File: config.mk
export PLATFORM = sky130hd
export DESIGN_NAME = hisp_front
export DESIGN_NICKNAME = d
export VERILOG_FILES = /design/src/rtl/hisp_pkg.sv /design/src/rtl/hisp_front.sv
export SDC_FILE = /design/constraint.sdc
export NUM_CORES = 1
export LEC_CHECK = 0
export ABC_CLOCK_PERIOD_IN_PS = 5200
export BUFFER_PORTS_ARGS = -buffer_cell sky130_fd_sc_hd__buf_2
export CORE_MARGIN = 2
export CORE_UTILIZATION = 30
export CTS_BUF_LIST = sky130_fd_sc_hd__clkbuf_4 sky130_fd_sc_hd__clkbuf_8
export CTS_CLUSTER_SIZE = 14
export DETAILED_ROUTE_END_ITERATION = 12
export GPL_TIMING_DRIVEN = 0
export PLACE_DENSITY = 0.57
export RECOVER_POWER = 100
export SETUP_SLACK_MARGIN = 0.15
export SLEW_MARGIN = 20
export SYNTH_ARGS = -nofsm -noshare
export SYNTH_HDL_FRONTEND = slang
export SYNTH_SLANG_ARGS = --single-unit
export TNS_END_PERCENT = 10
File: constraint.sdc
create_clock -name aclk -period 5.2 [get_ports aclk]
set_input_delay 0 -clock aclk [delete_from_list [all_inputs] [get_ports aclk]]
set_output_delay 0 -clock aclk [all_outputs]
set_load 0.01 [all_outputs]
File: src/rtl/hisp_pkg.sv
// hisp_pkg: shared types and constants of the half-image shift correlation peak block
// used by hisp_front, hisp_queue, hisp_back and half_image_shift_correlation_peak
// no dependencies
`default_nettype none

package hisp_pkg;

    // field and register widths
    localparam int unsigned PIX_W    = 8;
    localparam int unsigned SHIFT_W  = 9;
    localparam int unsigned SCORE_W  = 32;
    localparam int unsigned ROWS_W   = 9;
    localparam int unsigned COLS_W   = 9;
    localparam int unsigned START_W  = 8;
    localparam int unsigned STRIDE_W = 9;
    localparam int unsigned HALF_W   = COLS_W - 1;
    localparam int unsigned H_W      = ROWS_W + 1;

    // apb register map
    localparam int unsigned PADDR_W  = 4;
    localparam int unsigned PDATA_W  = 32;

    // entries of the queue between front and back
    localparam int unsigned QUEUE_DEPTH = 4;

    // register reset values
    localparam logic [ROWS_W-1:0]   ROWS_RST   = ROWS_W'(256);
    localparam logic [COLS_W-1:0]   COLS_RST   = COLS_W'(256);
    localparam logic [START_W-1:0]  START_RST  = '0;
    localparam logic [STRIDE_W-1:0] STRIDE_RST = STRIDE_W'(1);

    // register indexes
    typedef enum logic [1:0] {
        REG_ROWS,
        REG_COLS,
        REG_START,
        REG_STRIDE
    } hisp_reg_t;

    // configuration seen by the search engine
    typedef struct packed {
        logic [ROWS_W-1:0]   image_rows;
        logic [COLS_W-1:0]   image_cols;
        logic [START_W-1:0]  start_shift;
        logic [STRIDE_W-1:0] shift_stride;
    } hisp_cfg_t;

    // item class decided by the front
    typedef struct packed {
        logic wr;    // store the pixel
        logic srch;  // run the search afterwards
    } hisp_cmd_t;

    // back engine states
    typedef enum logic [2:0] {
        B_IDLE,
        B_SETUP,
        B_HMUL,
        B_RUN,
        B_DRAIN,
        B_OUT
    } hisp_state_t;

endpackage

`default_nettype wire

File: src/rtl/hisp_front.sv
// hisp_front: accepts pixel items, keeps the load count and classifies each item
// depends on hisp_pkg
`default_nettype none

module hisp_front #(
    parameter int unsigned MAX_ROWS = 256,
    parameter int unsigned MAX_COLS = 256
) (
    input  wire                                 aclk,
    input  wire                                 aresetn,
    input  wire                                 s_valid,
    output logic                                s_ready,
    input  wire [hisp_pkg::PIX_W-1:0]           s_pixel,
    input  wire                                 s_last_pixel,
    input  wire                                 q_ready,
    output logic                                q_push,
    output hisp_pkg::hisp_cmd_t                 q_cmd,
    output logic [$clog2(MAX_ROWS*MAX_COLS)-1:0] q_addr,
    output logic [hisp_pkg::PIX_W-1:0]          q_pixel
);

    localparam int unsigned DEPTH = MAX_ROWS * MAX_COLS;
    localparam int unsigned AW    = $clog2(DEPTH);
    localparam int unsigned CW    = AW + 1;

    logic [CW-1:0] load_count_reg;
    logic [CW-1:0] load_count_next;
    logic          accept;
    logic          has_room;

    // classify the item
    assign s_ready    = q_ready;
    assign accept     = s_valid & s_ready;
    assign has_room   = load_count_reg < CW'(DEPTH);
    assign q_cmd.wr   = has_room;
    assign q_cmd.srch = s_last_pixel;
    assign q_push     = accept & (has_room | s_last_pixel);
    assign q_addr     = load_count_reg[AW-1:0];
    assign q_pixel    = s_pixel;

    // load count: next store entry, back to zero after the last pixel
    always_comb begin
        load_count_next = load_count_reg;
        if (accept) begin
            if (s_last_pixel) begin
                load_count_next = '0;
            end else if (has_room) begin
                load_count_next = load_count_reg + CW'(1);
            end
        end
    end

    always_ff @(posedge aclk) begin
        if (!aresetn) begin
            load_count_reg <= '0;
        end else begin
            load_count_reg <= load_count_next;
        end
    end

endmodule

`default_nettype wire

; ---- Yosys cells after proc, flatten, opt, wreduce, memory -nomap -nowiden
; Cells that the tools add are included.
; W data, S select, Z words.
[totals]
out_inout_bits = 28
wordCells = 10
in_bits = 13
ff_bits = 17
[classes]
n_bitwise = 3
n_reduce_logical = 2
addsub = 1
muxes = 2
order_cmp = 1
[ops]
columns = operator, n
row1 = $mux W17, 2
row2 = $add A17 B1 Y17 const B, 1
row3 = $lt A17 B17 Y1 const B, 1
row4 = $and A1 B1 Y1, 2
row5 = $reduce_and A2 Y1, 1
row6 = $reduce_bool A2 Y1, 1
row7 = $or A1 B1 Y1, 1

; ---- Logic depth before layout (Yosys ltp)
; Gate-level depths: netlist (run 1).
[depth]
word_depth = 3
depth_mapped = 6
depth_no_buf = 5

; ---- Worst setup path before layout (run 1)
; No wires, ideal clock.
[synth_timing]
kind = reg-to-reg
start = register load_count_reg[0]
end = register load_count_reg[14]
setup_slack_ns = 3.392
stages_incl_launch_ff = 7
path_buffers = 1
setup_time_ns = 0.070
period_less_slack_ns = 1.808
t_required_ns = 5.130
t_arrival_ns = 1.738
cell_sequence = dfxtp_1 -> ha_1 -> nand3_1 -> or3_1 -> buf_2 -> or4_1 -> a21oi_1
[synth_between]
elab_chain_cells = 3
word_cells_on_any_way = 6
cone_classes = add/sub: 1 / order compare: 1 / mux: 2 / reduce/logical: 2
[synth_rtl]
columns = item, line
row1 = start: declaration, hisp_front.sv:26  ; logic [CW-1:0] load_count_reg;
row2 = start signal: assignment, hisp_front.sv:57  ; load_count_reg <= load_count_next;
row3 = $add A17 B1 Y17 / $lt A17 B17 Y1 (equally long branches), "hisp_front.sv:48, hisp_front.sv:34"
row4 = $mux W17 / $reduce_bool A2 Y1 (equally long branches), -
row5 = $mux W17 / $reduce_and A2 Y1 (equally long branches), -
; Parallel ways exist; a longest one is shown, timed or not. The select of a mux whose other input is x is not followed.
; A chain may end at the register's enable or synchronous reset.

; ---- Worst setup path in the final report (run 1)
; Ends and elaborated chain as after synthesis.

==> results of run 1 <==
## worst min-delay path: stages
cell and delay (ns):
buf_2 0.13, nand4_1 0.11, xor2_1 0.07, nor2_1 0.07
## power breakdown
group / internal (mW) / switching, mW
clock: 0.0351 / 0.0422
combinational: 0.0102 / 0.0110
sequential: 0.131 / 0.000660
## final cells by class
cell class | instances | area [sq um] | share of cell area
Inverter | 4 | 15.0 | 0.0120
Multi-Input combinational cell | 72 | 437 | 0.349
Tap cell | 46 | 57.6 | 0.0460
Buffer | 31 | 218 | 0.174
Sequential cell | 17 | 340 | 0.272
Timing Repair Buffer | 33 | 153 | 0.122
Clock buffer | 4 | 30.0 | 0.0240
## per-layer routing
metal | global-route usage | wire, um | up-vias
met3 | 0.0186 | 89 | 5
met5 | 0 | 0 | -
li1 | - | - | 489
met2 | 0.183 | 922 | 25
met1 | 0.128 | 876 | 413
met4 | 0.0638 | 51 | 0
## cells by family after synthesis
| kind of cell | share of synthesized area |
|---|---|
| AO/OA/AOI/OAI | 0.0939 |
| XOR/XNOR | 0.0606 |
| AND/OR/NAND/NOR | 0.265 |
| adder cells (fa/ha/maj) | 0.0124 |
| flip-flops | 0.336 |
| buffers and inverters | 0.232 |
## through the flow
step	utilization	cell area, sq um
after floorplan	-	1010
after global placement	0.374	1230
after detailed placement	0.374	1230
after CTS	0.387	1270
after global routing	0.381	1250
final	0.381	1250
## how the worst min path moves through the flow
stage | start | end | cells after the start
floorplan | s_last_pixel | q_cmd[0] | 1
global placement | s_pixel[1] | q_pixel[1] | 2
detailed placement | s_pixel[7] | q_pixel[7] | 2
CTS | s_last_pixel | load_count_reg[1] | 4
global route | q_ready | load_count_reg[2] | 4
finish | q_ready | load_count_reg[2] | 4
## synthesized netlist by cell type
cell type | number | area, sq um
a21oi_1 | 10 | 50.1
and4_1 | 1 | 8.76
buf_2 | 1 | 5.00
buf_4 | 27 | 203
clkbuf_1 | 2 | 7.51
clkbuf_2 | 1 | 5.00
dfxtp_1 | 17 | 340
ha_1 | 1 | 12.5
inv_1 | 4 | 15.0
nand2_1 | 4 | 15.0
nand2_2 | 1 | 6.26
nand2b_1 | 2 | 12.5
nand3_1 | 7 | 35.0
nand4_1 | 5 | 31.3
nor2_1 | 7 | 26.3
nor2b_1 | 3 | 18.8
nor3_1 | 2 | 10.0
nor4_1 | 4 | 25.0
nor4b_1 | 2 | 17.5
o21ai_0 | 3 | 15.0
o31ai_1 | 4 | 30.0
or3_1 | 5 | 31.3
or4_1 | 4 | 30.0
xnor2_1 | 6 | 52.6
xor2_1 | 1 | 8.76
==> impl_metrics.py, run 1 <==
metrics = {
    "grt": {
        "gr-usage-all-layers": 0.109,
        "antenna_found_initial": 0,
        "overflow": 0,
        "grt_pass1_vias": 757,
        "grt_max_degree": 11,
        "grt_first_pass_wirelength_um": 3070,
    },
    "critical_path": {
        "start_kind": "flop",
        "endpoint": "load_count_reg[14]",
        "r2r_end": "load_count_reg[14]",
        "critPathMaxFanout": 7,
        "crit_required_ns": 5.43,
        "path_buf_inv": 1,
        "cp_top_family": "simple AND/OR/NAND/NOR gates",
        "worstRegToRegCells": 6,
        "crit_cells": 6,
        "max_stage_delay_ns": 0.52,
        "arrival_ns": 2.26,
        "setup.worst_path.end_class": "flop",
        "crit_type": "flop to flop",
        "path_cells": "ha_1 -> nand3_1 -> or3_1 -> clkbuf_1 -> or4_1 -> a21oi_1",
        "r2r-start": "load_count_reg[0]",
        "cp-startpoint": "load_count_reg[0]",
        "r2r_setup_slack_ns": 3.17,
        "cp_slowest_cell": "or4_1",
    },
    "cts": {
        "clkTransAtPathRegs_ns": 0.10,
        "cts_setup_buffers": 0,
        "cts-root-buf": "clkbuf_4",
        "clock_path_buffers": 2,
        "clock_latency_ns": 0.30,
        "cts_inserted_buffers": 3,
        "h-tree-depth": 1,
        "cts_sinks": 17,
        "cts_tree": "built",
        "hold_buffers": 1,
        "ctsResizeCount": 0,
    },
    "sta": {
        "fin_ws_ns": 3.17,
        "fin_setup_tns_ns": 0,
        "period_share": 0.390,
        "final.setup_skew_ns": 0.00729,
        "finalCriticalPeriod_ns": 2.03,
        "tightest_slew_ns": 0.430,
        "setup_violations": 0,
        "hold_violations": 0,
        "slew_viol_final": 0,
        "max_freq_mhz": 494,
        "rsz0062_at_grt": "false",
        "slew_headroom": 0.713,
        "worst_hold_slack_ns": 0.109,
    },
    "floorplan": {
        "start_util": 0.308,
        "die-height_um": 62.1,
        "core_sq_um": 3280,
        "fp.dieArea_sq_um": 3850,
        "num_rows": 21,
        "die_w_um": 62.1,
        "io_pins": 41,
    },
    "pwr": {
        "p_leak_nw": 0.492,
        "cellPowerDensity_nw_per_um2": 184,
        "p_total_mw": 0.230,
        "irDropWorstVdd_mv": 0.0669,
    },
    "place": {
        "dp_hpwl_um": 1530,
        "place_ws_ns": 3.23,
        "io_buffer_count": 32,
        "gp_congestion": 0.705,
        "placed_cells": 202,
    },
    "drt": {
        "firstDrtPassIters": 4,
        "drtIter0Drc": 60,
        "vias": 932,
        "wl_um": 1940,
        "drc": 0,
        "routedWlPerCell_um": 9.38,
        "vias_per_cell": 4.50,
        "antenna_left": 0,
    },
    "run": {
        "max_cap_violations": 0,
    },
    "synth": {
        "synth_nets": 138,
        "ys_ff_latch": 17,
        "synth.distinct_cells": 25,
        "syn_area_sq_um": 1010,
        "yosys_warnings": 0,
        "synth_seq_area_share": 0.336,
        "avgSynthCellArea_sq_um": 8.16,
        "synthCells": 124,
    },
    "outcome": {
        "outcome": "complete, no violations",
    },
    "final_layout": {
        "layout-drive-gt1-share": 0.311,
        "nets": 176,
        "syn2layout_area_growth_pct": 23.5,
        "final_cell_mix": "19 x clkbuf_4, 18 x clkbuf_1, 18 x buf_2",
        "fillers": 354,
        "largest_reg_flops": 17,
        "layout.cells.non_filler": 207,
        "num_antenna_cells": 0,
        "final_common_cell": "clkbuf_4",
    },
    "worst_hold_path": {
        "hold_class": "primary input to flop",
    },
}
(Power assumes the default switching activity.)
==> inputs of run 2 (changes only) <==
--- a/config.mk
+++ b/config.mk
@@ -5,7 +5,7 @@
 export SDC_FILE = /design/constraint.sdc
 export NUM_CORES = 1
 export LEC_CHECK = 0
-export ABC_CLOCK_PERIOD_IN_PS = 5200
+export ABC_CLOCK_PERIOD_IN_PS = 1850
 export BUFFER_PORTS_ARGS = -buffer_cell sky130_fd_sc_hd__buf_2
 export CORE_MARGIN = 2
 export CORE_UTILIZATION = 30
@@ -13,7 +13,7 @@
 export CTS_CLUSTER_SIZE = 14
 export DETAILED_ROUTE_END_ITERATION = 12
 export GPL_TIMING_DRIVEN = 0
-export PLACE_DENSITY = 0.57
+export PLACE_DENSITY = 0.59
 export RECOVER_POWER = 100
 export SETUP_SLACK_MARGIN = 0.15
 export SLEW_MARGIN = 20
==> constraint.sdc (replaced) <==
create_clock -name aclk -period 1.85 [get_ports aclk]
set_input_delay 0 -clock aclk [delete_from_list [all_inputs] [get_ports aclk]]
set_output_delay 0 -clock aclk [all_outputs]
set_load 0.01 [all_outputs]
==> impl_metrics.py, run 2 (same netlist as run 1, synthesis figures left out) <==
metrics = {
    "sta": {
        "finalCriticalPeriod_ns": 1.77,
        "setup_violations": 0,
        "worst_hold_slack_ns": 0.122,
        "fin_setup_tns_ns": 0,
        "hold_violations": 0,
        "max_freq_mhz": 565,
        "final.setup_skew_ns": 0.00430,
        "slew_headroom": 0.726,
        "rsz0062_at_grt": "true",
        "period_share": 0.957,
        "slew_viol_final": 0,
        "tightest_slew_ns": 0.412,
    },
    "grt": {
        "grt_max_degree": 11,
        "grt_first_pass_wirelength_um": 3310,
        "overflow": 0,
        "grt_pass1_vias": 837,
        "gr-usage-all-layers": 0.116,
        "antenna_found_initial": 0,
    },
    "cts": {
        "clkTransAtPathRegs_ns": 0.10,
        "cts_sinks": 17,
        "clock_latency_ns": 0.29,
        "h-tree-depth": 1,
        "cts-root-buf": "clkbuf_4",
        "cts_tree": "built",
        "clock_path_buffers": 2,
        "cts_inserted_buffers": 3,
    },
    "pwr": {
        "irDropWorstVdd_mv": 0.143,
        "p_leak_nw": 0.544,
        "cellPowerDensity_nw_per_um2": 485,
        "p_clk_frac": 0.339,
        "p_seq_frac": 0.563,
        "p_sw_frac": 0.240,
        "p_sw_mw": 0.156,
        "internal-power_mw": 0.494,
        "comb_power_share": 0.098,
    },
    "critical_path": {
        "cp_top_family": "simple AND/OR/NAND/NOR gates",
        "critPathMaxFanout": 6,
        "start_kind": "flop",
        "crit_cells": 6,
        "worstRegToRegCells": 6,
        "setup.worst_path.end_class": "flop",
        "crit_type": "flop to flop",
        "arrival_ns": 2.00,
        "cp_slowest_cell": "or4_4",
        "path_cells": "ha_1 -> nand3_1 -> or3_1 -> buf_6 -> or4_4 -> a21oi_2",
        "max_stage_delay_ns": 0.48,
        "path_buf_inv": 1,
        "crit_required_ns": 2.08,
    },
    "place": {
        "dp_hpwl_um": 1570,
        "gp_congestion": 0.711,
        "placed_cells": 202,
        "io_buffer_count": 32,
        "placed_area_sq_um": 1250,
    },
    "floorplan": {
        "num_rows": 21,
        "io_pins": 41,
        "die-height_um": 62.1,
        "core_sq_um": 3280,
        "die_w_um": 62.1,
        "fp.dieArea_sq_um": 3850,
        "start_util": 0.308,
    },
    "drt": {
        "routedWlPerCell_um": 10.0,
        "drtIter0Drc": 38,
        "vias": 986,
        "antenna_left": 0,
        "drc": 0,
        "vias_per_cell": 4.59,
        "firstDrtPassIters": 5,
        "wl_um": 2160,
    },
    "final_layout": {
        "nets": 184,
        "num_antenna_cells": 0,
        "fillers": 349,
        "finish.utilization": 0.408,
        "layout.cells.non_filler": 215,
        "multiInputGateArea_sq_um": 447,
        "final_cell_mix": "20 x clkbuf_4, 20 x buf_2, 17 x buf_4",
        "largest_reg_flops": 17,
        "regArea_sq_um": 349,
        "layout-drive-gt1-share": 0.396,
        "fin_area_sq_um": 1340,
        "syn2layout_area_growth_pct": 32.4,
    },
    "worst_hold_path": {
        "min_path_cells": 4,
        "hold_class": "primary input to flop",
    },
    "outcome": {
        "outcome": "complete, no violations",
    },
    "run": {
        "max_cap_violations": 0,
    },
}
## run 2: tightest hold or removal path, delay by kind of cell
family,cells,cell delay [ns]
buf+inv,1,0.12
simple gates,2,0.17
xor+xnor,1,0.08
## run 2: path summary, 6_finish.rpt
path | from | endpoint | slack [ns]
worst max-delay path | load_count_reg[1] | load_count_reg[12] | 0.08
worst min-delay path | s_valid | load_count_reg[2] | 0.12
worst max register to register | load_count_reg[1] | load_count_reg[12] | 0.08
worst min register to register | load_count_reg[14] | load_count_reg[14] | 0.51
## run 2: area by class of cell
| cell class | instances | area share |
|---|---|---|
| buffer | 31 | 0.169 |
| clock buffer | 4 | 0.0224 |
| inverter | 4 | 0.0112 |
| multi-input combinational | 72 | 0.333 |
| sequential | 17 | 0.261 |
| tap | 46 | 0.0430 |
| timing repair buffer | 41 | 0.161 |
## run 2: what timing repair did
item / 4_1_cts / 5_1_grt
endpoints found under the hold margin: 2 / 0
gates resized for setup: 8 / 8
setup endpoints to repair: 5 / 6
pin swaps: 6 / 8
setup buffers: 7 / 1
hold buffers: 1 / 0
## run 2: routing by layer
layer / part of all wire / global-route usage / vias to the layer above
met5: 0 / 0 / -
met4: 0.025 / 0.0790 / 0
met3: 0.046 / 0.0186 / 7
met2: 0.49 / 0.192 / 34
met1: 0.44 / 0.136 / 443
li1: - / - / 502
## run 2: stage by stage
step	setup slack [ns]	power (mW)
2_1_floorplan	0.129	0.415
3_3_place_gp	0.0297	0.440
3_5_place_dp	0.0272	0.440
4_1_cts	0.0770	0.666
5_1_grt	0.0146	0.680
6_report	0.0799	0.650
## run 2: power by group through the flow
stage                     Combinational (mW)  Clock (mW)  Sequential, mW
after floorplan                       0.0387           0           0.377
after global placement                0.0628           0           0.377
after detailed placement              0.0627           0           0.377
after CTS                             0.0684       0.231           0.367
after global routing                  0.0709       0.242           0.366
final                                 0.0638       0.220           0.366
==> inputs of run 3 (changes only) <==
--- a/config.mk
+++ b/config.mk
@@ -5,7 +5,7 @@
 export SDC_FILE = /design/constraint.sdc
 export NUM_CORES = 1
 export LEC_CHECK = 0
-export ABC_CLOCK_PERIOD_IN_PS = 1850
+export ABC_CLOCK_PERIOD_IN_PS = 2000
 export BUFFER_PORTS_ARGS = -buffer_cell sky130_fd_sc_hd__buf_2
 export CORE_MARGIN = 2
 export CORE_UTILIZATION = 30
@@ -13,7 +13,7 @@
 export CTS_CLUSTER_SIZE = 14
 export DETAILED_ROUTE_END_ITERATION = 12
 export GPL_TIMING_DRIVEN = 0
-export PLACE_DENSITY = 0.59
+export PLACE_DENSITY = 0.57
 export RECOVER_POWER = 100
 export SETUP_SLACK_MARGIN = 0.15
 export SLEW_MARGIN = 20
==> constraint.sdc (replaced) <==
create_clock -name aclk -period 2 [get_ports aclk]
set_input_delay 0 -clock aclk [delete_from_list [all_inputs] [get_ports aclk]]
set_output_delay 0 -clock aclk [all_outputs]
set_load 0.01 [all_outputs]
==> impl_metrics.py, run 3 (same netlist as run 1, synthesis figures left out) <==
metrics = {
    "critical_path": {
        "start_kind": "flop",
        "crit_type": "flop to flop",
        "r2r-start": "load_count_reg[1]",
        "path_cells": "ha_4 -> nand3_1 -> or3_1 -> buf_4 -> or4_4 -> a21oi_1",
        "max_stage_delay_ns": 0.50,
        "crit_required_ns": 2.23,
        "setup.worst_path.end_class": "flop",
        "arrival_ns": 2.05,
        "cp-startpoint": "load_count_reg[1]",
        "critPathMaxFanout": 7,
        "cp_slowest_cell": "or4_4",
    },
    "final_layout": {
        "syn2layout_area_growth_pct": 30.2,
        "final_common_cell": "buf_4",
        "final_cell_mix": "21 x buf_4, 18 x buf_2, 17 x clkbuf_1",
        "num_antenna_cells": 0,
        "largest_reg_flops": 17,
        "layout.cells.non_filler": 212,
        "regArea_sq_um": 348,
        "fillers": 353,
        "nets": 181,
        "layout-drive-gt1-share": 0.367,
        "finish.utilization": 0.401,
        "multiInputGateArea_sq_um": 455,
    },
    "place": {
        "gp_congestion": 0.705,
        "io_buffer_count": 32,
        "dp_hpwl_um": 1530,
        "place_ws_ns": 0.0328,
        "placed_cells": 202,
    },
    "floorplan": {
        "die_w_um": 62.1,
        "die-height_um": 62.1,
        "io_pins": 41,
        "start_util": 0.308,
        "core_sq_um": 3280,
        "fp.dieArea_sq_um": 3850,
        "num_rows": 21,
    },
    "sta": {
        "fin_setup_tns_ns": 0,
        "worst_hold_slack_ns": 0.115,
        "max_freq_mhz": 550,
        "fin_ws_ns": 0.180,
        "period_share": 0.910,
        "rsz0062_at_grt": "true",
        "slew_headroom": 0.716,
        "hold_violations": 0,
        "finalCriticalPeriod_ns": 1.82,
        "final.setup_skew_ns": 0.00639,
        "setup_violations": 0,
        "tightest_slew_ns": 0.426,
        "slew_viol_final": 0,
    },
    "cts": {
        "clock_path_buffers": 2,
        "h-tree-depth": 1,
        "cts_inserted_buffers": 3,
        "cts-root-buf": "clkbuf_4",
        "clock_latency_ns": 0.30,
        "clkTransAtPathRegs_ns": 0.10,
        "cts_tree": "built",
        "cts_sinks": 17,
    },
    "grt": {
        "overflow": 0,
        "grt_pass1_vias": 770,
        "grt_first_pass_wirelength_um": 3170,
        "gr-usage-all-layers": 0.112,
        "antenna_found_initial": 0,
        "grt_max_degree": 11,
    },
    "outcome": {
        "outcome": "complete, no violations",
    },
    "pwr": {
        "irDropWorstVdd_mv": 0.174,
        "cellPowerDensity_nw_per_um2": 456,
        "p_leak_nw": 0.519,
    },
    "drt": {
        "drtIter0Drc": 48,
        "wl_um": 2090,
        "vias": 969,
        "vias_per_cell": 4.57,
        "firstDrtPassIters": 4,
        "drc": 0,
        "antenna_left": 0,
        "routedWlPerCell_um": 9.87,
    },
    "worst_hold_path": {
        "min-delay-start": "s_valid",
        "hold_class": "primary input to flop",
    },
    "run": {
        "max_cap_violations": 0,
    },
}
==> run 3: path summary, 6_finish.rpt <==
| path | depth (start not counted) | endpoint | slack, ns |
|---|---|---|---|
| hold reg to reg | 2 | load_count_reg[10] | 0.51 |
| setup / recovery | 6 | load_count_reg[14] | 0.18 |
| hold / removal | 4 | load_count_reg[2] | 0.11 |
| setup reg to reg | 6 | load_count_reg[14] | 0.18 |
==> run 3: final cells by class <==
type | count | share of cell area
timing repair buffer | 38 | 0.142
tap | 46 | 0.0437
clock buffer | 4 | 0.0228
buffer | 31 | 0.171
sequential | 17 | 0.264
multi-input combinational | 72 | 0.346
inverter | 4 | 0.0114
==> run 3: metal layers <==
layer	track usage	part of all wire
met3	0.0186	0.041
met5	0	0
met4	0.0638	0.024
met1	0.134	0.45
met2	0.189	0.49
==> run 3: critical path: cells and delay by family (launching register included) <==
family                     cells  cell delay [ns]
AOI/OAI and AO/OA              1             0.13
adders and majority gates      1             0.14
buffers and inverters          1             0.17
DFF                            1             0.38
and+or+nand+nor                3             0.94
==> run 3: stage by stage <==
stage | instance area, sq um | power (mW)
after floorplan | 1010 | 0.384
after global placement | 1230 | 0.407
after detailed placement | 1230 | 0.407
after CTS | 1320 | 0.609
after global routing | 1320 | 0.624
final | 1320 | 0.600
==> run 3: repair_timing <==
item,4_1_cts,5_1_grt
resized for setup,7,13
hold buffers,1,0
setup buffers,4,1
gates cloned,0,0
endpoints found under the setup margin,2,4
endpoints found under the hold margin,2,0
pin swaps,0,3
==> run 3: report_power, final <==
part | internal, mW | switching [mW] | total, mW
combinational | 0.0292 | 0.0312 | 0.0603
clock | 0.0913 | 0.110 | 0.201
sequential | 0.338 | 0.00131 | 0.339
total | 0.458 | 0.142 | 0.600
