**config.mk**
```make
export PLATFORM = sky130hd
export DESIGN_NAME = hisp_queue
export DESIGN_NICKNAME = d
export VERILOG_FILES = /design/src/rtl/hisp_pkg.sv /design/src/rtl/hisp_queue.sv
export SDC_FILE = /design/constraint.sdc
export NUM_CORES = 1
export LEC_CHECK = 0
export ABC_AREA = 1
export BUFFER_PORTS_ARGS = -buffer_cell sky130_fd_sc_hd__buf_2
export CAP_MARGIN = 30
export CORE_ASPECT_RATIO = 1.5
export CORE_UTILIZATION = 40
export DETAILED_ROUTE_END_ITERATION = 10
export MAX_ROUTING_LAYER = met4
export PLACE_DENSITY = 0.65
export REMOVE_ABC_BUFFERS = 1
export SYNTH_ARGS = -nofsm -noshare
export SYNTH_HDL_FRONTEND = slang
export SYNTH_SLANG_ARGS = --single-unit
```
**constraint.sdc**
```tcl
create_clock -name aclk -period 2.1 [get_ports aclk]
set_input_delay 0.21 -clock aclk [delete_from_list [all_inputs] [get_ports aclk]]
set_output_delay 0.21 -clock aclk [all_outputs]
set_load 0.03 [all_outputs]
```
**src/rtl/hisp_pkg.sv**
```systemverilog
// hisp_pkg: shared types and constants of the half-image shift correlation peak block
// used by hisp_front, hisp_queue, hisp_back and half_image_shift_correlation_peak
// no dependencies
`default_nettype none

package hisp_pkg;

    // field and register widths
    localparam int unsigned PIX_W    = 8;
    localparam int unsigned SHIFT_W  = 9;
    localparam int unsigned SCORE_W  = 32;
    localparam int unsigned ROWS_W   = 9;
    localparam int unsigned COLS_W   = 9;
    localparam int unsigned START_W  = 8;
    localparam int unsigned STRIDE_W = 9;
    localparam int unsigned HALF_W   = COLS_W - 1;
    localparam int unsigned H_W      = ROWS_W + 1;

    // apb register map
    localparam int unsigned PADDR_W  = 4;
    localparam int unsigned PDATA_W  = 32;

    // entries of the queue between front and back
    localparam int unsigned QUEUE_DEPTH = 4;

    // register reset values
    localparam logic [ROWS_W-1:0]   ROWS_RST   = ROWS_W'(256);
    localparam logic [COLS_W-1:0]   COLS_RST   = COLS_W'(256);
    localparam logic [START_W-1:0]  START_RST  = '0;
    localparam logic [STRIDE_W-1:0] STRIDE_RST = STRIDE_W'(1);

    // register indexes
    typedef enum logic [1:0] {
        REG_ROWS,
        REG_COLS,
        REG_START,
        REG_STRIDE
    } hisp_reg_t;

    // configuration seen by the search engine
    typedef struct packed {
        logic [ROWS_W-1:0]   image_rows;
        logic [COLS_W-1:0]   image_cols;
        logic [START_W-1:0]  start_shift;
        logic [STRIDE_W-1:0] shift_stride;
    } hisp_cfg_t;

    // item class decided by the front
    typedef struct packed {
        logic wr;    // store the pixel
        logic srch;  // run the search afterwards
    } hisp_cmd_t;

    // back engine states
    typedef enum logic [2:0] {
        B_IDLE,
        B_SETUP,
        B_HMUL,
        B_RUN,
        B_DRAIN,
        B_OUT
    } hisp_state_t;

endpackage

`default_nettype wire

```
**src/rtl/hisp_queue.sv**
```systemverilog
// hisp_queue: short first-in first-out queue of classified items
// depends on hisp_pkg
`default_nettype none

module hisp_queue #(
    parameter int unsigned W = 20
) (
    input  wire          aclk,
    input  wire          aresetn,
    input  wire          push,
    input  wire [W-1:0]  push_data,
    output logic         push_ready,
    input  wire          pop,
    output logic         pop_valid,
    output logic [W-1:0] pop_data
);

    localparam int unsigned QD  = hisp_pkg::QUEUE_DEPTH;
    localparam int unsigned QAW = $clog2(QD);

    logic [W-1:0]   entry_reg [QD];
    logic [QAW-1:0] wr_ptr_reg;
    logic [QAW-1:0] rd_ptr_reg;
    logic [QAW:0]   count_reg;
    logic           do_push;
    logic           do_pop;

    assign push_ready = count_reg != (QAW+1)'(QD);
    assign pop_valid  = count_reg != '0;
    assign pop_data   = entry_reg[rd_ptr_reg];
    assign do_push    = push & push_ready;
    assign do_pop     = pop & pop_valid;

    // entry storage
    always_ff @(posedge aclk) begin
        if (do_push) begin
            entry_reg[wr_ptr_reg] <= push_data;
        end
    end

    // pointers and fill count
    always_ff @(posedge aclk) begin
        if (!aresetn) begin
            wr_ptr_reg <= '0;
            rd_ptr_reg <= '0;
            count_reg  <= '0;
        end else begin
            if (do_push) begin
                wr_ptr_reg <= (wr_ptr_reg == QAW'(QD - 1)) ? '0 : wr_ptr_reg + QAW'(1);
            end
            if (do_pop) begin
                rd_ptr_reg <= (rd_ptr_reg == QAW'(QD - 1)) ? '0 : rd_ptr_reg + QAW'(1);
            end
            if (do_push && !do_pop) begin
                count_reg <= count_reg + (QAW+1)'(1);
            end else if (do_pop && !do_push) begin
                count_reg <= count_reg - (QAW+1)'(1);
            end
        end
    end

endmodule

`default_nettype wire

```
Word level (Yosys, flattened, before mapping)
Memory sizes are Yosys's and may differ from the RTL's. A register that Yosys moved wholly into a read port is not among the register bits.
Cells that the tools add are included.

word-level totals
  input port bits = 24
  bits in writable memories = 80
  memories = 1
  register bits = 7
  output and inout port bits = 22
  word-level logic and storage cells = 27

operators by class
  bitwise logic cells = 2
  $add $sub $neg = 4
  reduce and logical (&&, ||, !) cells = 6
  eq/ne operators = 3
  multiplexer cells = 8

memories
  name       words  width  read ports  clocked after memory_dff  wr ports  RTL line          source
  entry_reg  4      20     1           1                         1         hisp_queue.sv:21  logic [W-1:0] entry_reg [QD];

operators with widths
  operator                                          count
  two-way mux 2 bit                                 4
  two-way mux 3 bit                                 2
  adder 2 x 1 -> 2 bit, second input constant       2
  equality test 2 bit, second input constant        2
  adder 3 x 1 -> 3 bit, second input constant       1
  != test 3 bit, second input constant              1
  nonzero test 3 bit                                1
  subtractor 3 x 1 -> 3 bit, second input constant  1
  bitwise AND 1 bit                                 2
  logical AND 1 bit                                 2
  zero test 1 bit                                   2
  two-way mux 1 bit                                 2
  nonzero test 2 bit                                1

Depth between registers and ports, before layout
Gate-level depths: netlist of the first run.

  depth in word-level cells = 6
  gate-level depth with buffers = 13
  mapped depth without buffers = 13

Least setup slack after synthesis of the first run
OpenSTA, ideal clock, no wires.

  path type = reg2reg
  from = reg count_reg[0]
  to = mem entry_reg[0][0], enable pin
  buffers on the path = 0
  clock period less this slack = 2.008 ns
  data required time = 1.703 ns
  library setup time = 0.397 ns
  cell stages (with the launch flop) = 5
  arrival time = 1.611 ns
  setup slack = 0.092 ns
  cell sequence = dfxtp_1 -> nor2_1 -> nand2_2 -> nand2_2 -> nor2_1

on the way
  longest elaborated chain between the ends = 4

RTL lines
  item                                     RTL line          source
  start: declaration                       hisp_queue.sv:24  logic [QAW:0] count_reg;
  start signal: assignment                 hisp_queue.sv:55  count_reg <= count_reg + (QAW+1)'(1);
  start signal: assignment                 hisp_queue.sv:57  count_reg <= count_reg - (QAW+1)'(1);
  != test 3 bit                            hisp_queue.sv:28  assign push_ready = count_reg != (QAW+1)'(QD);
  via push_ready                           hisp_queue.sv:12  output logic push_ready,
  bitwise AND 1 bit                        hisp_queue.sv:31  assign do_push = push & push_ready;
  two-way mux 1 bit                        hisp_queue.sv:36  if (do_push) begin
  two-way mux 1 bit (implied by the code)  hisp_queue.sv:37  entry_reg[wr_ptr_reg] <= push_data;
  end: declaration                         hisp_queue.sv:21

The timed path passes the listed nets, and every way through them passes these cells.

==> results of run 1 <==
==> stage by stage <==
stage	power (mW)	area [sq um]	utilization, %	hold slack [ps]
after global placement	4.15	3830	45.8	422
after floorplan	3.56	3380	-	309
after global routing	5.95	4110	49.2	74.2
after CTS	5.68	4110	49.2	76.4
final	5.63	4110	49.2	88.3
after detailed placement	4.19	3830	45.8	427
==> kinds of logic (layout without fill, tap and decap cells) <==
logic type,count (synthesis),count (layout),share of synthesized area [%]
AO/OA/AOI/OAI,64,64,10.0
adder cells (fa/ha/maj),7,7,2.77
buffers and inverters,29,87,3.46
flip-flops,89,89,75.1
AND/OR/NAND/NOR,75,75,8.62
==> final timing paths <==
path | from | to | slack, ps | depth (start not counted)
hold / removal | push_data[10] | entry_reg[0][10] | 90 | 1
hold reg to reg | count_reg[0] | count_reg[0] | 510 | 2
setup reg to reg | count_reg[1] | count_reg[1] | 230 | 9
setup / recovery | flop | pop_data[13] | 200 | 4
==> where the power goes <==
group / internal [mW] / switching [mW] / leakage (nW)
sequential: 2.17 / 0.0963 / 0.808
combinational: 0.551 / 1.31 / 0.583
clock: 0.907 / 0.594 / 0.136
total: 3.63 / 2.00 / 1.53
==> cells in the final DEF (no fill, tap or decap) <==
| cell | instances |
|---|---|
| edfxtp_1 | 80 |
| nor2_1 | 53 |
| buf_2 | 45 |
| o21ai_1 | 40 |
| o22ai_1 | 20 |
| inv_1 | 15 |
| nand2_1 | 12 |
| dfxtp_1 | 9 |
| clkbuf_16 | 9 |
| buf_4 | 8 |
| ha_1 | 6 |
| nor2_2 | 4 |
| nand2_2 | 3 |
| clkinv_1 | 3 |
| inv_2 | 2 |
| o21ai_0 | 2 |
| a21oi_1 | 2 |
| clkbuf_1 | 2 |
| nand3b_1 | 1 |
| nand3_1 | 1 |
| nand4_1 | 1 |
| fa_1 | 1 |
| bufinv_16 | 1 |
| clkinv_2 | 1 |
| buf_12 | 1 |
==> per-layer routing <==
metal	vias up	wire, um	GRT usage, %
met5	-	0	-
met2	44	3390	27.1
li1	1052	-	-
met3	11	246	5.04
met1	1023	2570	17.7
met4	0	144	7.55
==> cell type report <==
class / count / share of cell area (%)
flip-flops and latches: 89 / 62.8
multi-input cells: 146 / 18.2
repair buffers: 54 / 7.43
clock buffers: 11 / 5.66
well taps: 107 / 3.26
inverters: 17 / 1.55
clock inverters: 5 / 1.13
==> summary.md, run 1 <==
| Metric | Value |
|---|---|
| Congestion Overflow GR | 0 |
| DR vias/cell | roughly 5 |
| CTS Root Buffer Type | clkbuf_16 |
| CTS max path bufs | 2 |
| CP endpoint kind | primary output |
| Die Area | between 8000 and 9000 sq um |
| Crit path DAT | 1690 ps |
| Largest net degree at the start of global routing | a little over 40 |
| Post-detailed-routing wire length | around 6.4 mm |
| CP max stage cell | dfxtp_1 |
| Clk_skew | 7.02 ps |
| RSZ-0062 raised after global routing | no |
| Detailed placer's ending HPWL | a little under 4 mm |
| Hold Crit Class | in2reg |
| Clock transition at path regs | ~60 ps |
| Cell Count, Final, Fillers Out | 429 |
| First drt pass iteration count | 4 |
| Routability cong. | ~0.75 |
| Diodes inserted | 0 |
| Crit path launch type | flop |
| CTS-repair resized insts | 0 |
| Outcome | completed |
| Dpl ws | around 230 ps |
| Tmin final | 1900 ps |
| Filler cells | ~730 |
| Sequential cell area fraction in the yosys report | roughly 75% |
| Async SR Flop Fraction | 0% |
| Clk sinks | just under 90 |
| First-pass GRT wire length | between 10 and 15 mm |
| Area leader, netlist | edfxtp_1 |
| Crit path cell chain | buf_4 -> o21ai_1 -> o22ai_1 -> buf_2 |
| Initial DRC count | between 150 and 200 |
| Power Density | about 1400 nW/um^2 |
| Number of synthesized flops with an enable pin | 80 |
| DR vias | around 2.1k |
| Area of the multi-input gates | roughly 750 sq um |
| Quantity of I/O buffers inserted on ports | 45 |
| CTS tree | yes |
| Share of layout cells above drive strength 1 | between 20 and 25% |
| Avg Cell Area, Syn | about 13 sq um |
| Initial Utilization | 41.1% |
| Synth area leaders | edfxtp_1 (70%), nor2_1 (6.2%), o21ai_1 (5.8%) |
| Peak VDD IR | around 0.66 mV |
| Worst path max stage delay | 510 ps |
| Core Rows | about 40 |
| Vias in the first global route | 2061 |
| Pins Over Slew Limit | 0 |
| TritonCTS Buffers | 9 |
| Final ANT Viol Nets | 0 |
| Achievable clock frequency | 526 MHz |
| Most frequent cells after synthesis | edfxtp_1 (80), nor2_1 (57), o21ai_1 (40) |
| Mapped Cells | around 260 |
| Synth top area share | approximately 70% |
| Core Box Area | about 8400 sq um |
| Register area | 2580 sq um |
| WS Path Type | reg2out |
| Final Hold Vio Count | 0 |
| DR DRC count | 0 |
| Cell Area, Synth | 3440 sq um |
| Die height | between 100 and 150 um |
| # setup viols final | 0 |
| Tightest Pin Transition | between 400 and 500 ps |
| Worst path bufs/invs | 2 |
| Max FFs per register | 80 |
| Max_slew headroom | 71.6% |
| Area Growth Syn to Fin | 19.6% |
| Max Cap Viol | 0 |
| Distinct cell type count after synthesis | 18 |
| Layout net count | approximately 350 |
| Setup bufs post-CTS | 0 |
| Final setup TNS | 0 ps |
| Largest delay contributor family on the critical path | buffers and inverters |
| CTS H-tree lvls | 3 |
| Count leader, synth | edfxtp_1 |
| Placed insts | 413 |
| Clock latency on the worst-skew pair | 330 ps |
| Pleak | 1.53 nW |
| #FFs+latches synth | roughly 90 |
| Syn. warnings | 0 |
| Crit path max fanout | 14 |
| Hold buffer count at cts | 0 |
| Number of antenna violations at the first check in global routing | 0 |
| Total GRT Usage | between 10% and 20% |
| Synth Flop Type | edfxtp_1 |
| Wire length per cell | between 10 and 15 um |
| WP data required | 1890 ps |
| Die extent in x | 77.7 um |
| Fin crit share | between 90 and 100% |
| Final worst setup slack | ~200 ps |
| Num ports | 46 |
(Power assumes the default switching activity.)
==> inputs of run 2 (changes only) <==
- CORE_UTILIZATION: 40 -> 52
- PLACE_DENSITY: 0.65 -> 0.79
==> run 2 against run 1 <==
Clock power decreased by 23%. Count of clock-buffer cells in the layout fell by 2. Flip-flop and latch count stayed put. Sequential power about the same. Total power is 6.7% lower. Highest routed layer unchanged. Register-to-register slack worse by 30 ps. First-iteration DRC count down 44%.
==> summary.md, run 2 (synthesized netlist as in run 1, its figures left out) <==
| Metric | Value |
|---|---|
| Outcome | completed |
| Peak VDD IR | 0.764 mV (+16%) |
| WP data required | 2340 ps (+450 ps) |
| Largest delay contributor family on the critical path | adder cells |
| Final setup TNS | 0 ps (unchanged) |
| Largest net degree at the start of global routing | 31 (-24%) |
| Post-detailed-routing wire length | 5.68 mm (-11%) |
| Pwr Total | 5.25 mW (-6.7%) |
| CTS tree | yes |
| DR DRC count | 0 (unchanged) |
| Max FFs per register | 80 (unchanged) |
| DR vias/cell | 5.35 (+7.8%) |
| Diodes inserted | 0 (unchanged) |
| Num ports | 46 (unchanged) |
| Crit path cell chain | nor2_1 -> nand2_2 -> nand2_2 -> inv_1 -> ha_1 -> inv_1 -> fa_1 -> o21ai_0 -> nor2_1 |
| Detailed placer's ending HPWL | 3.51 mm (-10%) |
| Tightest Pin Transition | 312 ps (-114 ps) |
| Cell Int Power | 3.28 mW (-9.6%) |
| Max_slew headroom | 79.2% (+7.6 points) |
| Layout net count | 348 (unchanged) |
| WS Path Type | reg2reg |
| Clk sinks | 89 (unchanged) |
| CTS Root Buffer Type | clkbuf_8 |
| Achievable clock frequency | 525 MHz (-0.26%) |
| CP max stage cell | fa_1 |
| Congestion Overflow GR | 0 (unchanged) |
| Crit path launch type | flop |
| Die Area | 6950 sq um (-23%) |
| DR WL met2 | 3.11 mm (-8.4%) |
| Dpl ws | 233 ps (+0.949 ps) |
| Crit path launch | count_reg[1] |
| Core Rows | 35 (-15%) |
| Part of the power in registers | 42.9% (+2.6 points) |
| Final ANT Viol Nets | 0 (unchanged) |
| Crit path max fanout | 7 (-7) |
| Tmin final | 1900 ps (+4.94 ps) |
| Total GRT Usage | 19.1% (+2.8 points) |
| Final Hold Vio Count | 0 (unchanged) |
| Quantity of I/O buffers inserted on ports | 45 (unchanged) |
| RSZ-0062 raised after global routing | no |
| CP endpoint kind | flop |
| Hold Crit Class | in2reg |
| Fin crit share | 90.7% (+0.24 points) |
| Worst hold start | push_data[1] |
| M1 wire length | 2.14 mm (-17%) |
| Pins Over Slew Limit | 0 (unchanged) |
| Clock transition at path regs | 90 ps (+30 ps) |
| Number of antenna violations at the first check in global routing | 0 (unchanged) |
| Max Cap Viol | 0 (unchanged) |
| DR vias | 2114 (-0.75%) |
| Vias in the first global route | 2110 (+2.4%) |
| Share of layout cells above drive strength 1 | 24.3% (+1.3 points) |
| First drt pass iteration count | 4 (unchanged) |
| Power Density | 1320 nW/um^2 (-3.8%) |
| Commonest non-fill, non-tap cell in the layout | edfxtp_1 |
| Hold_ws | 64.9 ps (-23.4 ps) |
| Routed wl met3 | 235 um (-4.5%) |
| Worst path bufs/invs | 2 (unchanged) |
| CTS H-tree lvls | 3 (unchanged) |
| # setup viols final | 0 (unchanged) |
| Die height | 102 um (-12%) |
| Net Sw Frac | 37.5% (+2.0 points) |
| Wire length per cell | 14.4 um (-3.0%) |
| Most frequent cells in the layout | edfxtp_1 (80), nor2_1 (53), buf_2 (45) |
| Filler cells | 458 (-37%) |
| Crit path DAT | 2140 ps (+450 ps) |
| Power share of the combinational group | 35.2% (+2.2 points) |
| R2r startpoint | count_reg[1] |
| Clk_skew | 9.68 ps (+2.65 ps) |
| Core Box Area | 6260 sq um (-25%) |
| Top Layer Used | met4 |
| Initial DRC count | 95 (-44%) |
| Die extent in x | 68.4 um (-12%) |
| Clock share of power | 21.9% (-4.8 points) |
| First-pass GRT wire length | 8.89 mm (-13%) |
| Area Growth Syn to Fin | 16.0% |
| Clock latency on the worst-skew pair | 350 ps (+20 ps) |
| Setup bufs post-CTS | 0 (unchanged) |
| Worst path max stage delay | 410 ps (-100 ps) |
| Hold buffer count at cts | 0 (unchanged) |
| Initial Utilization | 54.9% (+14 points) |
| Routability cong. | 0.737 (-1.6%) |
| NetSw | 1.97 mW (-1.4%) |
| Pleak | 1.49 nW (-2.4%) |
| CTS-repair resized insts | 0 (unchanged) |
| CTS max path bufs | 2 (unchanged) |
| TritonCTS Buffers | 9 (unchanged) |
| Final worst setup slack | 195 ps (-4.95 ps) |
-- run 2: routing by layer --
| metal | global-route usage [%] | vias to the layer above |
|---|---|---|
| li1 | - | 1051 |
| met1 | 17.9 | 993 |
| met2 | 31.7 | 53 |
| met3 | 3.60 | 17 |
| met4 | 16.5 | 0 |
| met5 | - | - |
-- run 2: final cells by class --
cell class	instances	area, sq um	area share, %
clock buffers	9	124	3.10
clock inverters	6	75.1	1.88
inverters	17	63.8	1.60
multi-input cells	146	747	18.7
flip-flops and latches	89	2580	64.7
well taps	74	92.6	2.32
repair buffers	54	305	7.65
-- run 2: worst paths after layout --
| path | endpoint | slack, ps | cells after the start |
|---|---|---|---|
| worst min register to register | count_reg[0] | 510 | 2 |
| worst max register to register | count_reg[1] | 200 | 9 |
| worst max-delay path | count_reg[1] | 200 | 9 |
| worst min-delay path | entry_reg[0][1] | 60 | 1 |
-- run 2: through the flow --
stage                     cell area, sq um  cells  util [%]
final                                 3990    395      63.7
after global routing                  3990    395      63.7
after detailed placement              3790    380      60.5
after global placement                3790    380      60.5
after CTS                             3990    395      63.7
after floorplan                       3380    252         -
-- run 2: power by group through the flow --
| stage | logic (mW) | clock network (mW) | registers, mW |
|---|---|---|---|
| finish | 1.85 | 1.15 | 2.25 |
| global route | 2.01 | 1.23 | 2.28 |
| detailed placement | 1.86 | 0 | 2.29 |
| global placement | 1.81 | 0 | 2.29 |
| CTS | 1.87 | 1.16 | 2.26 |
| floorplan | 1.21 | 0 | 2.35 |
==> inputs of run 3 (changes only) <==
- CORE_MARGIN: default -> 2
==> run 3 against run 2 <==
Cell area is 0.25% higher. Largest cell class unchanged. Sequential share of layout area is 0.16 points lower. Routed wire length is 0.28% lower. Highest routed layer unchanged. Critical endpoint is now pop_data[18]. Largest power group unchanged.
==> summary.md, run 3 (synthesized netlist as in run 1, its figures left out) <==
| Metric | Value |
|---|---|
| Util after Layout | 62.1% (-1.6 points) |
| Placed Area | 3780 sq um (-0.26%) |
| RSZ-0062 raised after global routing | no |
| Crit path max fanout | 24 (+17) |
| Crit path DAT | 1680 ps (-460 ps) |
| Area of the multi-input gates | 747 sq um (unchanged) |
| Number of antenna violations at the first check in global routing | 0 (unchanged) |
| CP max stage cell | dfxtp_1 |
| Clock transition at path regs | 80 ps (about the same) |
| Area Growth Syn to Fin | 16.3% |
| Hold buffer count at cts | 0 (unchanged) |
| CTS-repair resized insts | 0 (unchanged) |
| Num ports | 46 (unchanged) |
| Detailed placer's ending HPWL | 3.59 mm (+2.1%) |
| Clk_skew | 6.58 ps (-3.09 ps) |
| Congestion Overflow GR | 0 (unchanged) |
| WP data required | 1890 ps (-450 ps) |
| Diodes inserted | 0 (unchanged) |
| Pleak | 1.50 nW (+0.41%) |
| Post-detailed-routing wire length | 5.66 mm (-0.28%) |
| TritonCTS Buffers | 9 (unchanged) |
| DR vias/cell | 5.41 (+1.1%) |
| CTS Root Buffer Type | clkbuf_8 |
| Cell Count, Final, Fillers Out | 398 (+0.76%) |
| Setup bufs post-CTS | 0 (unchanged) |
| Pins Over Slew Limit | 0 (unchanged) |
| Peak VDD IR | 0.787 mV (+3.0%) |
| Final Hold Vio Count | 0 (unchanged) |
| Clock latency on the worst-skew pair | 340 ps (about the same) |
| Initial DRC count | 141 (+48%) |
| Max Cap Viol | 0 (unchanged) |
| CTS tree | yes |
| Initial Utilization | 53.4% (-1.5 points) |
| Total GRT Usage | 17.0% (-2.1 points) |
| WS Path Type | reg2out |
| Outcome | completed |
| Hold Crit Class | in2reg |
| CP endpoint kind | primary output |
| Placed insts | 382 (+0.53%) |
| Hold_ws | 80.3 ps (+15.4 ps) |
| Tmin final | 1890 ps (-13.8 ps) |
| Most frequent cells in the layout | edfxtp_1 (80), nor2_1 (53), buf_2 (45) |
| Quantity of I/O buffers inserted on ports | 45 (unchanged) |
| Final ANT Viol Nets | 0 (unchanged) |
| CTS max path bufs | 2 (unchanged) |
| Achievable clock frequency | 529 MHz (+0.73%) |
| Clk sinks | 89 (unchanged) |
| Max_slew headroom | 71.4% (-7.9 points) |
| Final setup TNS | 0 ps (unchanged) |
| CTS H-tree lvls | 3 (unchanged) |
| Layout net count | 348 (unchanged) |
| Fin crit share | 90.0% (-0.66 points) |
| First-pass GRT wire length | 8.97 mm (+0.85%) |
| Die Area | 7290 sq um (+5.0%) |
| Vias in the first global route | 2081 (-1.4%) |
| Filler cells | 474 (+3.5%) |
| Die extent in x | 70.4 um (+2.9%) |
| Final worst setup slack | 209 ps (+13.8 ps) |
| Tightest Pin Transition | 430 ps (+118 ps) |
| Pwr Total | 5.30 mW (+0.95%) |
| Wire length per cell | 14.2 um (-1.0%) |
| Crit path cell chain | inv_2 -> buf_4 -> nor2_1 -> o22ai_1 -> buf_2 |
| DR DRC count | 0 (unchanged) |
| Die height | 104 um (+2.0%) |
| First drt pass iteration count | 4 (unchanged) |
| Max FFs per register | 80 (unchanged) |
| Final instance area | 4000 sq um (+0.25%) |
| Commonest non-fill, non-tap cell in the layout | edfxtp_1 |
| DR vias | 2153 (+1.8%) |
| Dpl ws | 245 ps (+12.1 ps) |
| Crit path launch type | flop |
| Worst path max stage delay | 320 ps (-90 ps) |
| Share of layout cells above drive strength 1 | 24.2% (-0.075 points) |
| # setup viols final | 0 (unchanged) |
| Core Box Area | 6440 sq um (+2.9%) |
| Register area | 2580 sq um (unchanged) |
| Core Rows | 36 (+2.9%) |
| Largest net degree at the start of global routing | 41 (+32%) |
| Power Density | 1330 nW/um^2 (+0.70%) |
| Routability cong. | 0.758 (+2.9%) |
[run 3: cell types whose count changed in the layout (fill, tap and decap cells not counted), sizes merged]
| cell | previous run | this run |
|---|---|---|
| clkinvlp | 1 | 0 |
| bufinv | 1 | 2 |
| clkbuf | 9 | 10 |
| inv | 20 | 18 |
| clkinv | 1 | 3 |
[run 3: layer usage]
layer  routed length, um  up-vias  global-route usage [%]
li1                    -     1054                       -
met1                2090     1042                    14.8
met2                3170       44                    31.4
met3                 258       13                    4.77
met4                 140        0                    9.07
met5                   0        -                       -
[run 3: worst max-delay path: cells and delay by family (launching register included)]
family | cells | cell delay (ps)
simple gates | 1 | 50
buf+inv | 3 | 790
compound gates | 1 | 180
flops | 1 | 320
[run 3: layout make-up]
| cell class | count | share of cell area [%] |
|---|---|---|
| multi-input combinational | 146 | 18.7 |
| sequential | 89 | 64.6 |
| timing repair buffer | 54 | 7.32 |
| tap | 76 | 2.38 |
| inverter | 17 | 1.60 |
| clock buffer | 10 | 3.19 |
| clock inverter | 6 | 2.28 |
[run 3: path summary, 6_finish.rpt]
kind / cells past startpoint / to / slack [ps] / startpoint
max: 5 / pop_data[18] / 210 / flop
min reg2reg: 2 / count_reg[0] / 510 / count_reg[0]
min: 1 / entry_reg[0][7] / 80 / push_data[7]
max reg2reg: 9 / count_reg[1] / 250 / count_reg[1]
[run 3: power breakdown]
group	total [mW]	switching (mW)	leakage (nW)	internal, mW
combinational	1.83	1.30	0.577	0.534
sequential	2.25	0.0833	0.808	2.17
clock	1.22	0.541	0.111	0.676
total	5.30	1.92	1.50	3.38
